[src/pstg_pkg.sv]
package pstg_pkg;

   localparam int MAX_STATES = 16;

   localparam int RATIO_W    = 5;
   localparam int VID_W      = 6;
   localparam int CID_W      = RATIO_W + 1;
   localparam int SPAN_W     = CID_W + 1;
   localparam int CNT_W      = $clog2(MAX_STATES + 1);
   localparam int IDX_W      = 6;
   localparam int FID_W      = 8;
   localparam int FREQ_W     = 16;
   localparam int MV_W       = 11;
   localparam int FSB_W      = 10;
   localparam int FAM_W      = 3;
   localparam int STAT_W     = 2;
   localparam int DQ_W       = VID_W + 2;
   localparam int DIV_CNT_W  = $clog2(DQ_W);
   localparam int CSR_IDX_W  = 3;
   localparam int CSR_DATA_W = FSB_W;

   // result status codes
   localparam logic [STAT_W-1:0] ST_OK       = 2'd0;
   localparam logic [STAT_W-1:0] ST_DISABLED = 2'd1;
   localparam logic [STAT_W-1:0] ST_INVERTED = 2'd2;

   // register indexes
   localparam logic [CSR_IDX_W-1:0] CSR_CORE_FAMILY  = 3'd0;
   localparam logic [CSR_IDX_W-1:0] CSR_MOBILE_PART  = 3'd1;
   localparam logic [CSR_IDX_W-1:0] CSR_FSB_MHZ      = 3'd2;
   localparam logic [CSR_IDX_W-1:0] CSR_HALF_RATIO   = 3'd3;
   localparam logic [CSR_IDX_W-1:0] CSR_DYNAMIC_FSB  = 3'd4;
   localparam logic [CSR_IDX_W-1:0] CSR_PSTATE_EN    = 3'd5;

   // core families
   localparam logic [FAM_W-1:0] FAM_PENTIUM_M   = 3'd0;
   localparam logic [FAM_W-1:0] FAM_NETBURST_OLD = 3'd1;
   localparam logic [FAM_W-1:0] FAM_NETBURST_NEW = 3'd2;
   localparam logic [FAM_W-1:0] FAM_CORE        = 3'd3;
   localparam logic [FAM_W-1:0] FAM_CORE45      = 3'd4;
   localparam logic [FAM_W-1:0] FAM_ATOM        = 3'd5;
   localparam logic [FAM_W-1:0] FAM_I7          = 3'd6;
   localparam logic [FAM_W-1:0] FAM_I5          = 3'd7;

   localparam logic [FID_W-1:0] FID_DBUS_BIT = 8'h80;
   localparam logic [FID_W-1:0] FID_HALF_BIT = 8'h40;
   localparam logic [RATIO_W-1:0] DBUS_RATIO_LIMIT = 5'h06;

   typedef struct packed {
      logic [FAM_W-1:0] core_family;
      logic             mobile_part;
      logic [FSB_W-1:0] fsb_mhz;
      logic             half_ratio_enable;
      logic             dynamic_fsb_enable;
      logic             pstate_enable;
   } cfg_type;

   typedef struct packed {
      logic [STAT_W-1:0] status;
      logic [CID_W-1:0]  top;
      logic [CNT_W-1:0]  count;
      logic [VID_W-1:0]  max_vid;
      logic [VID_W-1:0]  min_vid;
   } cmd_type;

   typedef struct packed {
      logic [IDX_W-1:0]  state_index;
      logic [FID_W-1:0]  fid_code;
      logic [VID_W-1:0]  vid_code;
      logic [FREQ_W-1:0] frequency_mhz;
      logic [MV_W-1:0]   voltage_mv;
      logic              last;
      logic [STAT_W-1:0] status;
   } rsp_type;

endpackage

[src/pstg_front.sv]
module pstg_front
   import pstg_pkg::*;
(
   input  logic               clock,
   input  logic               reset,
   input  cfg_type            cfg,
   input  logic               req_push,
   output logic               req_full,
   input  logic [RATIO_W-1:0] req_max_ratio,
   input  logic [VID_W-1:0]   req_max_vid,
   input  logic [RATIO_W-1:0] req_min_ratio,
   input  logic [VID_W-1:0]   req_min_vid,
   output logic               cmd_valid,
   output cmd_type            cmd,
   input  logic               cmd_pop
);

   logic [RATIO_W-1:0] low_ratio;
   logic [CID_W-1:0]   top;
   logic [CID_W-1:0]   bottom;
   logic [SPAN_W-1:0]  span_cnt;
   cmd_type            new_cmd;

   cmd_type    ent_ff [2];
   cmd_type    ent_in [2];
   logic       wr_ptr_ff, wr_ptr_in;
   logic       rd_ptr_ff, rd_ptr_in;
   logic [1:0] cnt_ff, cnt_in;
   logic       push_ok, pop_ok;

   always_comb begin
      // zero min ratio without bus halving falls back to the max ratio
      if (req_min_ratio == '0 && !cfg.dynamic_fsb_enable) begin
         low_ratio = req_max_ratio;
      end else begin
         low_ratio = req_min_ratio;
      end
      top      = {req_max_ratio, cfg.half_ratio_enable};
      bottom   = cfg.dynamic_fsb_enable ? {1'b0, low_ratio} : {low_ratio, 1'b0};
      span_cnt = {1'b0, top - bottom} + SPAN_W'(1);

      new_cmd.top     = top;
      new_cmd.max_vid = req_max_vid;
      new_cmd.min_vid = req_min_vid;
      if (span_cnt > SPAN_W'(MAX_STATES)) begin
         new_cmd.count = CNT_W'(MAX_STATES);
      end else begin
         new_cmd.count = CNT_W'(span_cnt);
      end
      priority if (top < bottom) begin
         new_cmd.status = ST_INVERTED;
      end else if (!cfg.pstate_enable) begin
         new_cmd.status = ST_DISABLED;
      end else begin
         new_cmd.status = ST_OK;
      end
   end

   assign req_full  = (cnt_ff == 2'd2);
   assign cmd_valid = (cnt_ff != 2'd0);
   assign cmd       = ent_ff[rd_ptr_ff];
   assign push_ok   = req_push && !req_full;
   assign pop_ok    = cmd_pop && cmd_valid;

   always_comb begin
      ent_in    = ent_ff;
      wr_ptr_in = wr_ptr_ff;
      rd_ptr_in = rd_ptr_ff;
      cnt_in    = cnt_ff;
      if (push_ok) begin
         ent_in[wr_ptr_ff] = new_cmd;
         wr_ptr_in         = !wr_ptr_ff;
      end
      if (pop_ok) begin
         rd_ptr_in = !rd_ptr_ff;
      end
      if (push_ok && !pop_ok) begin
         cnt_in = cnt_ff + 2'd1;
      end else if (pop_ok && !push_ok) begin
         cnt_in = cnt_ff - 2'd1;
      end
   end

   always_ff @(posedge clock) begin
      ent_ff <= ent_in;
      if (reset) begin
         wr_ptr_ff <= 1'b0;
         rd_ptr_ff <= 1'b0;
         cnt_ff    <= 2'd0;
      end else begin
         wr_ptr_ff <= wr_ptr_in;
         rd_ptr_ff <= rd_ptr_in;
         cnt_ff    <= cnt_in;
      end
   end

endmodule

[src/pstg_div.sv]
module pstg_div
   import pstg_pkg::*;
(
   input  logic             clock,
   input  logic             reset,
   input  logic             start,
   input  logic [DQ_W-1:0]  dividend,
   input  logic [CNT_W-1:0] divisor,
   output logic             done,
   output logic [DQ_W-1:0]  quotient
);

   logic                 busy_ff, busy_in;
   logic                 done_ff, done_in;
   logic [DIV_CNT_W-1:0] cnt_ff, cnt_in;
   logic [DQ_W-1:0]      q_ff, q_in;
   logic [CNT_W-1:0]     rem_ff, rem_in;
   logic [CNT_W-1:0]     dsr_ff, dsr_in;
   logic [CNT_W:0]       shifted;
   logic [CNT_W:0]       diff;
   logic                 fits;

   // one quotient bit per cycle, restoring
   assign shifted = {rem_ff, q_ff[DQ_W-1]};
   assign diff    = shifted - {1'b0, dsr_ff};
   assign fits    = !diff[CNT_W];

   always_comb begin
      busy_in = busy_ff;
      done_in = 1'b0;
      cnt_in  = cnt_ff;
      q_in    = q_ff;
      rem_in  = rem_ff;
      dsr_in  = dsr_ff;
      if (start) begin
         busy_in = 1'b1;
         cnt_in  = '0;
         q_in    = dividend;
         rem_in  = '0;
         dsr_in  = divisor;
      end else if (busy_ff) begin
         q_in   = {q_ff[DQ_W-2:0], fits};
         rem_in = fits ? diff[CNT_W-1:0] : shifted[CNT_W-1:0];
         cnt_in = cnt_ff + DIV_CNT_W'(1);
         if (cnt_ff == DIV_CNT_W'(DQ_W - 1)) begin
            busy_in = 1'b0;
            done_in = 1'b1;
         end
      end
   end

   always_ff @(posedge clock) begin
      cnt_ff <= cnt_in;
      q_ff   <= q_in;
      rem_ff <= rem_in;
      dsr_ff <= dsr_in;
      if (reset) begin
         busy_ff <= 1'b0;
         done_ff <= 1'b0;
      end else begin
         busy_ff <= busy_in;
         done_ff <= done_in;
      end
   end

   assign done     = done_ff;
   assign quotient = q_ff;

endmodule

[src/pstg_rsp_queue.sv]
module pstg_rsp_queue
   import pstg_pkg::*;
(
   input  logic    clock,
   input  logic    reset,
   input  logic    push,
   input  rsp_type item,
   output logic    full,
   input  logic    pop,
   output logic    empty,
   output rsp_type head
);

   rsp_type    ent_ff [2];
   rsp_type    ent_in [2];
   logic       wr_ptr_ff, wr_ptr_in;
   logic       rd_ptr_ff, rd_ptr_in;
   logic [1:0] cnt_ff, cnt_in;
   logic       push_ok, pop_ok;

   assign full    = (cnt_ff == 2'd2);
   assign empty   = (cnt_ff == 2'd0);
   assign head    = ent_ff[rd_ptr_ff];
   assign push_ok = push && !full;
   assign pop_ok  = pop && !empty;

   always_comb begin
      ent_in    = ent_ff;
      wr_ptr_in = wr_ptr_ff;
      rd_ptr_in = rd_ptr_ff;
      cnt_in    = cnt_ff;
      if (push_ok) begin
         ent_in[wr_ptr_ff] = item;
         wr_ptr_in         = !wr_ptr_ff;
      end
      if (pop_ok) begin
         rd_ptr_in = !rd_ptr_ff;
      end
      if (push_ok && !pop_ok) begin
         cnt_in = cnt_ff + 2'd1;
      end else if (pop_ok && !push_ok) begin
         cnt_in = cnt_ff - 2'd1;
      end
   end

   always_ff @(posedge clock) begin
      ent_ff <= ent_in;
      if (reset) begin
         wr_ptr_ff <= 1'b0;
         rd_ptr_ff <= 1'b0;
         cnt_ff    <= 2'd0;
      end else begin
         wr_ptr_ff <= wr_ptr_in;
         rd_ptr_ff <= rd_ptr_in;
         cnt_ff    <= cnt_in;
      end
   end

endmodule

[src/pstg_back.sv]
module pstg_back
   import pstg_pkg::*;
(
   input  logic    clock,
   input  logic    reset,
   input  cfg_type cfg,
   input  logic    cmd_valid,
   input  cmd_type cmd,
   output logic    cmd_pop,
   output logic    rsp_push,
   output rsp_type rsp_item,
   input  logic    rsp_full
);

   localparam logic [2:0] S_IDLE = 3'd0;
   localparam logic [2:0] S_DIV  = 3'd1;
   localparam logic [2:0] S_WALK = 3'd2;
   localparam logic [2:0] S_LAST = 3'd3;
   localparam logic [2:0] S_ERR  = 3'd4;

   function automatic logic [FREQ_W-1:0] freq_of(logic [FID_W-1:0] fid,
                                                  logic [FSB_W-1:0] fsb);
      logic [FSB_W:0]    halfbus;
      logic [FREQ_W-1:0] prod;
      logic [FREQ_W-1:0] sum;
      halfbus = ({1'b0, fsb} + (FSB_W+1)'(1)) >> 1;
      prod    = FREQ_W'(fid[RATIO_W-1:0]) * FREQ_W'(fsb);
      sum     = prod + (fid[6] ? FREQ_W'(halfbus) : '0);
      return fid[7] ? (sum >> 1) : sum;
   endfunction

   function automatic logic [MV_W-1:0] volt_of(logic [VID_W-1:0] v,
                                                logic [FAM_W-1:0] fam,
                                                logic mobile);
      logic [12:0] lo;
      logic [12:0] acc;
      lo  = 13'(v[4:0]);
      acc = '0;
      unique case (fam)
         FAM_PENTIUM_M: begin
            acc = 13'd700 + 13'({v, 4'b0});
         end
         FAM_NETBURST_OLD, FAM_NETBURST_NEW: begin
            if (lo <= 13'h15) begin
               acc = 13'd2150 + lo * 13'd50;
            end else begin
               acc = 13'd600 + lo * 13'd50;
            end
            acc = (acc + (v[5] ? 13'd25 : 13'd0)) >> 1;
         end
         FAM_CORE: begin
            acc = ((mobile ? 13'd1425 : 13'd1650) + 13'(v) * 13'd25) >> 1;
         end
         FAM_CORE45, FAM_ATOM: begin
            acc = (13'd1425 + 13'(v) * 13'd25) >> 1;
         end
         FAM_I7, FAM_I5: begin
            acc = (13'd6450 - 13'(v) * 13'd25) >> 2;
         end
         default: begin
            acc = '0;
         end
      endcase
      return MV_W'(acc);
   endfunction

   logic [2:0]       state_ff, state_in;
   cmd_type          cmd_ff, cmd_in;
   logic [DQ_W-1:0]  step_ff, step_in;
   logic [DQ_W-1:0]  acc_ff, acc_in;
   logic [CNT_W-1:0] u_ff, u_in;
   logic [IDX_W-1:0] n_ff, n_in;
   logic             pend_valid_ff, pend_valid_in;
   logic [FID_W-1:0] pend_fid_ff, pend_fid_in;
   logic [VID_W-1:0] pend_vid_ff, pend_vid_in;

   logic [CID_W-1:0]   cid;
   logic [RATIO_W-1:0] ratio;
   logic [FID_W-1:0]   fid;
   logic               keep;
   logic               emit;
   logic               u_end;
   logic               div_start;
   logic               div_done;
   logic [DQ_W-1:0]    div_quot;
   logic [DQ_W-1:0]    div_dividend;
   logic [CNT_W-1:0]   div_divisor;

   pstg_div u_div (
      .clock    (clock),
      .reset    (reset),
      .start    (div_start),
      .dividend (div_dividend),
      .divisor  (div_divisor),
      .done     (div_done),
      .quotient (div_quot)
   );

   assign div_dividend = {cmd.max_vid - cmd.min_vid, 2'b00};
   assign div_divisor  = cmd.count - CNT_W'(1);

   always_comb begin
      cid   = cmd_ff.top - CID_W'(u_ff);
      ratio = cid[CID_W-1:1];
      if (ratio < DBUS_RATIO_LIMIT) begin
         fid = cfg.dynamic_fsb_enable ? (FID_DBUS_BIT | {2'b00, ratio, 1'b0})
                                      : {3'b000, ratio};
      end else if (cfg.half_ratio_enable) begin
         fid = {3'b000, ratio} | (cid[0] ? FID_HALF_BIT : '0);
      end else begin
         fid = {3'b000, ratio};
      end
      // a repeat of the fid just kept is dropped
      keep  = !pend_valid_ff || (fid != pend_fid_ff);
      emit  = keep && pend_valid_ff;
      u_end = (u_ff == cmd_ff.count - CNT_W'(1));
   end

   always_comb begin
      rsp_item.state_index   = n_ff;
      rsp_item.fid_code      = pend_fid_ff;
      rsp_item.vid_code      = pend_vid_ff;
      rsp_item.frequency_mhz = freq_of(pend_fid_ff, cfg.fsb_mhz);
      rsp_item.voltage_mv    = volt_of(pend_vid_ff, cfg.core_family, cfg.mobile_part);
      rsp_item.last          = (state_ff == S_LAST);
      rsp_item.status        = ST_OK;
      if (state_ff == S_ERR) begin
         rsp_item               = '0;
         rsp_item.last          = 1'b1;
         rsp_item.status        = cmd_ff.status;
      end
   end

   always_comb begin
      state_in      = state_ff;
      cmd_in        = cmd_ff;
      step_in       = step_ff;
      acc_in        = acc_ff;
      u_in          = u_ff;
      n_in          = n_ff;
      pend_valid_in = pend_valid_ff;
      pend_fid_in   = pend_fid_ff;
      pend_vid_in   = pend_vid_ff;
      cmd_pop       = 1'b0;
      rsp_push      = 1'b0;
      div_start     = 1'b0;
      unique case (state_ff)
         S_IDLE: begin
            if (cmd_valid) begin
               cmd_pop       = 1'b1;
               cmd_in        = cmd;
               acc_in        = {cmd.max_vid, 2'b00};
               u_in          = '0;
               n_in          = '0;
               pend_valid_in = 1'b0;
               step_in       = '0;
               if (cmd.status != ST_OK) begin
                  state_in = S_ERR;
               end else if (cmd.count > CNT_W'(1) && cmd.max_vid >= cmd.min_vid) begin
                  div_start = 1'b1;
                  state_in  = S_DIV;
               end else begin
                  state_in = S_WALK;
               end
            end
         end
         S_DIV: begin
            if (div_done) begin
               step_in  = div_quot;
               state_in = S_WALK;
            end
         end
         S_WALK: begin
            // the kept state goes out once its successor is known
            if (!(emit && rsp_full)) begin
               rsp_push = emit;
               u_in     = u_ff + CNT_W'(1);
               acc_in   = acc_ff - step_ff;
               if (keep) begin
                  pend_valid_in = 1'b1;
                  pend_fid_in   = fid;
                  pend_vid_in   = acc_ff[DQ_W-1:2];
               end
               if (emit) begin
                  n_in = n_ff + IDX_W'(1);
               end
               if (u_end) begin
                  state_in = S_LAST;
               end
            end
         end
         S_LAST, S_ERR: begin
            if (!rsp_full) begin
               rsp_push = 1'b1;
               state_in = S_IDLE;
            end
         end
         default: begin
            state_in = S_IDLE;
         end
      endcase
   end

   always_ff @(posedge clock) begin
      cmd_ff      <= cmd_in;
      step_ff     <= step_in;
      acc_ff      <= acc_in;
      u_ff        <= u_in;
      n_ff        <= n_in;
      pend_fid_ff <= pend_fid_in;
      pend_vid_ff <= pend_vid_in;
      if (reset) begin
         state_ff      <= S_IDLE;
         pend_valid_ff <= 1'b0;
      end else begin
         state_ff      <= state_in;
         pend_valid_ff <= pend_valid_in;
      end
   end

endmodule

[src/pstate_table_generator.sv]
// channel   direction  handshake                     beat
// req_      in         push & !full                  max_ratio, max_vid, min_ratio, min_vid
// rsp_      out        pop & !empty                  one p-state or one error entry
// csr_      in         we                            index, wdata (no read-back)
//
// a request is queued by the front; when count is above one and max_vid >= min_vid the
// divider then works out the vid step; the back walks one ratio step per cycle (at most
// MAX_STATES) while the result queue has room, and then the final entry; errors skip both.
// the back handles one request at a time; up to two requests and two results queue.
// reset is synchronous, active high, and restores the register defaults.
// results stall only when the result queue is full; requests stall when the command
// queue is full.
module pstate_table_generator
   import pstg_pkg::*;
(
   input  logic                  clock,
   input  logic                  reset,
   input  logic                  req_push,
   output logic                  req_full,
   input  logic [RATIO_W-1:0]    req_max_ratio,
   input  logic [VID_W-1:0]      req_max_vid,
   input  logic [RATIO_W-1:0]    req_min_ratio,
   input  logic [VID_W-1:0]      req_min_vid,
   output logic                  rsp_empty,
   input  logic                  rsp_pop,
   output logic [IDX_W-1:0]      rsp_state_index,
   output logic [FID_W-1:0]      rsp_fid_code,
   output logic [VID_W-1:0]      rsp_vid_code,
   output logic [FREQ_W-1:0]     rsp_frequency_mhz,
   output logic [MV_W-1:0]       rsp_voltage_mv,
   output logic                  rsp_last,
   output logic [STAT_W-1:0]     rsp_status,
   input  logic                  csr_we,
   input  logic [CSR_IDX_W-1:0]  csr_index,
   input  logic [CSR_DATA_W-1:0] csr_wdata
);

   cfg_type cfg_ff, cfg_in;
   logic    cmd_valid;
   cmd_type cmd;
   logic    cmd_pop;
   logic    rsp_push;
   rsp_type rsp_item;
   logic    rsp_full;
   rsp_type rsp_head;

   always_comb begin
      cfg_in = cfg_ff;
      if (csr_we) begin
         unique case (csr_index)
            CSR_CORE_FAMILY: cfg_in.core_family        = csr_wdata[FAM_W-1:0];
            CSR_MOBILE_PART: cfg_in.mobile_part        = csr_wdata[0];
            CSR_FSB_MHZ:     cfg_in.fsb_mhz            = csr_wdata[FSB_W-1:0];
            CSR_HALF_RATIO:  cfg_in.half_ratio_enable  = csr_wdata[0];
            CSR_DYNAMIC_FSB: cfg_in.dynamic_fsb_enable = csr_wdata[0];
            CSR_PSTATE_EN:   cfg_in.pstate_enable      = csr_wdata[0];
            default: begin
               cfg_in = cfg_ff;
            end
         endcase
      end
   end

   always_ff @(posedge clock) begin
      if (reset) begin
         cfg_ff.core_family        <= FAM_CORE;
         cfg_ff.mobile_part        <= 1'b0;
         cfg_ff.fsb_mhz            <= FSB_W'(200);
         cfg_ff.half_ratio_enable  <= 1'b0;
         cfg_ff.dynamic_fsb_enable <= 1'b0;
         cfg_ff.pstate_enable      <= 1'b1;
      end else begin
         cfg_ff <= cfg_in;
      end
   end

   pstg_front u_front (
      .clock         (clock),
      .reset         (reset),
      .cfg           (cfg_ff),
      .req_push      (req_push),
      .req_full      (req_full),
      .req_max_ratio (req_max_ratio),
      .req_max_vid   (req_max_vid),
      .req_min_ratio (req_min_ratio),
      .req_min_vid   (req_min_vid),
      .cmd_valid     (cmd_valid),
      .cmd           (cmd),
      .cmd_pop       (cmd_pop)
   );

   pstg_back u_back (
      .clock     (clock),
      .reset     (reset),
      .cfg       (cfg_ff),
      .cmd_valid (cmd_valid),
      .cmd       (cmd),
      .cmd_pop   (cmd_pop),
      .rsp_push  (rsp_push),
      .rsp_item  (rsp_item),
      .rsp_full  (rsp_full)
   );

   pstg_rsp_queue u_rsp_queue (
      .clock (clock),
      .reset (reset),
      .push  (rsp_push),
      .item  (rsp_item),
      .full  (rsp_full),
      .pop   (rsp_pop),
      .empty (rsp_empty),
      .head  (rsp_head)
   );

   assign rsp_state_index   = rsp_head.state_index;
   assign rsp_fid_code      = rsp_head.fid_code;
   assign rsp_vid_code      = rsp_head.vid_code;
   assign rsp_frequency_mhz = rsp_head.frequency_mhz;
   assign rsp_voltage_mv    = rsp_head.voltage_mv;
   assign rsp_last          = rsp_head.last;
   assign rsp_status        = rsp_head.status;

   a_cmd_pop_valid: assert property (@(posedge clock) disable iff (reset)
      cmd_pop |-> cmd_valid)
      else $error("command taken from an empty queue");

   a_rsp_push_room: assert property (@(posedge clock) disable iff (reset)
      rsp_push |-> !rsp_full)
      else $error("result pushed into a full queue");

   a_err_single: assert property (@(posedge clock) disable iff (reset)
      (!rsp_empty && rsp_status != ST_OK) |-> (rsp_last && rsp_fid_code == '0))
      else $error("error entry is not a lone zero entry");

endmodule
[config.mk]
export PLATFORM = sky130hd
export DESIGN_NAME = pstate_table_generator
export DESIGN_NICKNAME = d
export VERILOG_FILES = /design/src/pstg_pkg.sv /design/src/pstg_front.sv /design/src/pstg_div.sv /design/src/pstg_rsp_queue.sv /design/src/pstg_back.sv /design/src/pstate_table_generator.sv
export SDC_FILE = /design/constraint.sdc
export NUM_CORES = 1
export LEC_CHECK = 0
export BUFFER_PORTS_ARGS = -buffer_cell sky130_fd_sc_hd__buf_2
export CAP_MARGIN = 10
export CORE_AREA = 2 2 235 237
export DETAILED_ROUTE_END_ITERATION = 8
export DIE_AREA = 0 0 237 239
export PLACE_DENSITY_LB_ADDON = 0.05
export SLEW_MARGIN = 10
export SYNTH_ARGS = -nofsm -noshare
export SYNTH_HDL_FRONTEND = slang
export SYNTH_SLANG_ARGS = --single-unit
[constraint.sdc]
create_clock -name clock -period 9.6 [get_ports clock]
set_clock_uncertainty 0.2 [all_clocks]
set_input_delay 0.96 -clock clock [delete_from_list [all_inputs] [get_ports clock]]
set_output_delay 0.96 -clock clock [all_outputs]
set_load 0.005 [all_outputs]
==> impl_metrics.json <==
{
  "wire_per_inst_um": 17.5,
  "clk_pin_slew_ns": 0.05,
  "cts_max_level": 2,
  "port_buffers": 91,
  "crit_required_ns": 9.76,
  "synth_seq_cells": 256,
  "drive_gt1_frac": 0.153,
  "min_to": "u_back.u_div.rem_ff[4]$_SDFFE_PP0P_",
  "detailedPlace.worstSlack_ns": 4.17,
  "whs_path_depth": 2,
  "core_area_um2": 54300,
  "reg2reg_slack_ns": 4.18,
  "fin_crit_sh": 0.565,
  "grt_usage": 0.145,
  "initial_utilization": 0.296,
  "hold_violations": 0,
  "final_common_cell": "edfxtp_1",
  "cp_top_family": "adder cells",
  "worst_slack_ns": 4.18,
  "crit_type": "reg -> reg",
  "p_leak_nw": 7.23,
  "fp.dieW_um": 237,
  "drt_iter0_markers": 467,
  "relSlewSlack": 0.293,
  "cp_num_buf_inv": 1,
  "clockRootBuffer": "clkbuf_16",
  "die-area_um2": 56600,
  "die_h_um": 239,
  "hpwl_mm": 29.9,
  "clock.fmax_ghz": 0.184,
  "cts_max_path_buffers": 3,
  "grt_max_degree": 36,
  "insertion_delay_ns": 0.54,
  "nets": 1763,
  "gp_congestion": 0.785,
  "diodes": 0,
  "layout.cells.non_filler": 2298,
  "rows": 86,
  "maxCapViolations": 0,
  "r2r_cells": 17,
  "ctsHoldBuffers": 0,
  "drt_first_pass_iters": 4,
  "period_minus_slack_ns": 5.42,
  "globalRoute.totalOverflow": 0,
  "r2r_end": "u_rsp_queue.ent_ff[27]$_DFFE_PP_",
  "placed_area_um2": 17400,
  "final_cell_mix": "edfxtp_1, nor2_1, inv_1",
  "io_pins": 92,
  "synthFlopType": "edfxtp_1",
  "cts_tree": "built",
  "ant_nets": 0,
  "drc": 0,
  "numCtsBuffers": 34,
  "multiInputGateArea_um2": 8190,
  "antenna_found_initial": 0,
  "area_growth_pct": 14.5,
  "cts_setup_buffers": 0,
  "cp-end-kind": "flip-flop",
  "cp_max_fo": 12,
  "yosys_warnings": 0,
  "synth_cell_types": 81,
  "final_cell_area_um2": 18400,
  "fillers": 5530,
  "hold_path_class": "reg -> reg",
  "dp.cells": 2236,
  "synth_fp_nets": 1678,
  "synth_edf_count": 215,
  "cp-start-kind": "flip-flop",
  "cp_common_cell": "fa_1",
  "slowest_stage": "dfxtp_1",
  "clkSinkCount": 256,
  "setup_viol": 0,
  "power.density_nw_per_um2": 375,
  "min_from": "u_back.u_div.rem_ff[4]$_SDFFE_PP0P_",
  "cp.arrival_ns": 5.58,
  "crit_chain": "and3_1 > nand3_1 > xnor2_1 > nand2_1 > fa_1 > fa_1 > fa_1 > inv_1 > ha_1 > a21oi_1 > nand2b_1 > a21boi_1 > o31a_1 > o41ai_2 > o311ai_1 > or4b_1 > o211ai_1",
  "cpPeakStageDelay_ns": 0.55,
  "seq_area_um2": 7280,
  "ys_async_sr_fraction": 0,
  "grt_pass1_vias": 11100,
  "tns_ns": 0,
  "tightest_slew_ns": 1.05,
  "cts_resized": 0,
  "slew_violations": 0,
  "yosysSeqAreaShare": 0.452,
  "vias_per_cell": 4.68,
  "num_vias": 10800,
  "rsz0062_at_grt": "false",
  "drt-total-wl_mm": 40.3,
  "r2r_start": "cfg_ff[5]$_SDFFE_PP0P_",
  "avgSynthCellArea_um2": 10.9,
  "status": "completed",
  "grt_pass1_wl_mm": 63.6,
  "netlist_area_um2": 16100,
  "ir_drop_uv": 141,
  "synth_cells": 1483
}
metal layers:
layer,track usage,part of all wire,wire [um],up-vias
met5,0,0,0,-
met4,0.0472,0.025,1010,0
met3,0.0221,0.028,1110,54
met2,0.252,0.48,19400,140
met1,0.184,0.47,18700,5166
li1,-,-,-,5406
power breakdown:
part,internal (mW),total [mW],leakage [nW],switching [mW]
combinational,1.57,3.73,4.39,2.16
sequential,1.74,1.97,2.33,0.234
clock,0.722,1.20,0.512,0.483
total,4.03,6.91,7.23,2.88
worst max path at each step:
stage / to / cells after the start / slack, ns / startpoint
finish: u_rsp_queue.ent_ff[27]$_DFFE_PP_ / 17 / 4.18 / cfg_ff[5]$_SDFFE_PP0P_
global route: u_rsp_queue.ent_ff[77]$_DFFE_PP_ / 17 / 3.83 / cfg_ff[5]$_SDFFE_PP0P_
CTS: u_rsp_queue.ent_ff[27]$_DFFE_PP_ / 19 / 4.15 / cfg_ff[4]$_SDFFE_PP0P_
detailed placement: u_rsp_queue.ent_ff[27]$_DFFE_PP_ / 17 / 4.17 / cfg_ff[5]$_SDFFE_PP0P_
global placement: u_rsp_queue.ent_ff[27]$_DFFE_PP_ / 17 / 4.23 / cfg_ff[5]$_SDFFE_PP0P_
floorplan: u_rsp_queue.ent_ff[50]$_DFFE_PP_ / 12 / 4.13 / u_back.u_ff[0]$_SDFFCE_PN0P_
state kept, by name (all words and copies together) (netlist names), 2 cells and up:
register and count:
u_back.u_ff 5, cfg_ff 17, u_back.acc_ff 8, u_back.u_div.cnt_ff 3
u_front.cnt_ff 2, u_back.u_div.dsr_ff 5, u_back.pend_fid_ff 8, u_rsp_queue.cnt_ff 2
u_back.pend_vid_ff 6, u_back.state_ff 3, u_rsp_queue.ent_ff 100, u_back.n_ff 6
u_back.u_div.rem_ff 5, u_back.step_ff 8, u_back.cmd_ff 13, u_front.ent_ff 50
u_back.u_div.quotient 8
cell usage after synthesis, types with 4 or more instances:
library cell	instances	area share
a2111oi_0	4	0.0022
a211o_1	6	0.0033
a211oi_1	12	0.0056
a21o_1	15	0.0070
a21oi_1	76	0.024
a221oi_1	6	0.0033
a31oi_1	7	0.0027
and2_1	67	0.026
and3_1	14	0.0054
buf_1	5	0.0012
clkbuf_1	50	0.012
dfxtp_1	41	0.051
edfxtp_1	215	0.40
fa_1	43	0.053
ha_1	112	0.087
inv_1	118	0.028
mux2_2	68	0.048
mux2i_1	34	0.021
nand2_1	80	0.019
nand2b_1	22	0.0085
nand3_1	28	0.0087
nand4_1	4	0.0016
nor2_1	135	0.031
nor2b_1	29	0.011
nor3_1	26	0.0081
o211ai_1	9	0.0042
o21a_1	8	0.0037
o21ai_0	35	0.011
o21ai_1	10	0.0031
o31ai_1	10	0.0047
or2_2	7	0.0027
or3_1	7	0.0027
xnor2_1	77	0.042
xor2_1	37	0.020
cell families (layout without fill, tap and decap cells):
family / Yosys count / count (layout) / synth area share
flops: 256 / 256 / 0.452
compound gates: 235 / 235 / 0.0964
other cells: 1 / 1 / 0.000233
simple gates: 437 / 437 / 0.134
xor+xnor: 115 / 115 / 0.0635
mux: 105 / 105 / 0.0713
buf+inv: 178 / 289 / 0.0416
fa+ha+maj: 156 / 156 / 0.141
final cells by class:
class / instances / area share
multi-input cells: 1049 / 0.444
flip-flops and latches: 256 / 0.395
clock buffers: 47 / 0.0516
well taps: 704 / 0.0478
repair buffers: 105 / 0.0304
inverters: 122 / 0.0248
clock inverters: 15 / 0.00638
tightest hold or removal path: stages, from the launching register on:
cell	delay [ns]
dfxtp_1	0.32
nor2_1	0.08
a211oi_1	0.05
stage by stage:
stage,util,hold slack (ns),power (mW)
floorplan,-,0.233,4.71
finish,0.339,0.299,6.91
global placement,0.320,0.280,5.78
detailed placement,0.320,0.291,5.78
CTS,0.339,0.302,7.04
global route,0.339,0.311,7.53
Power figures use the tool's default switching activity.
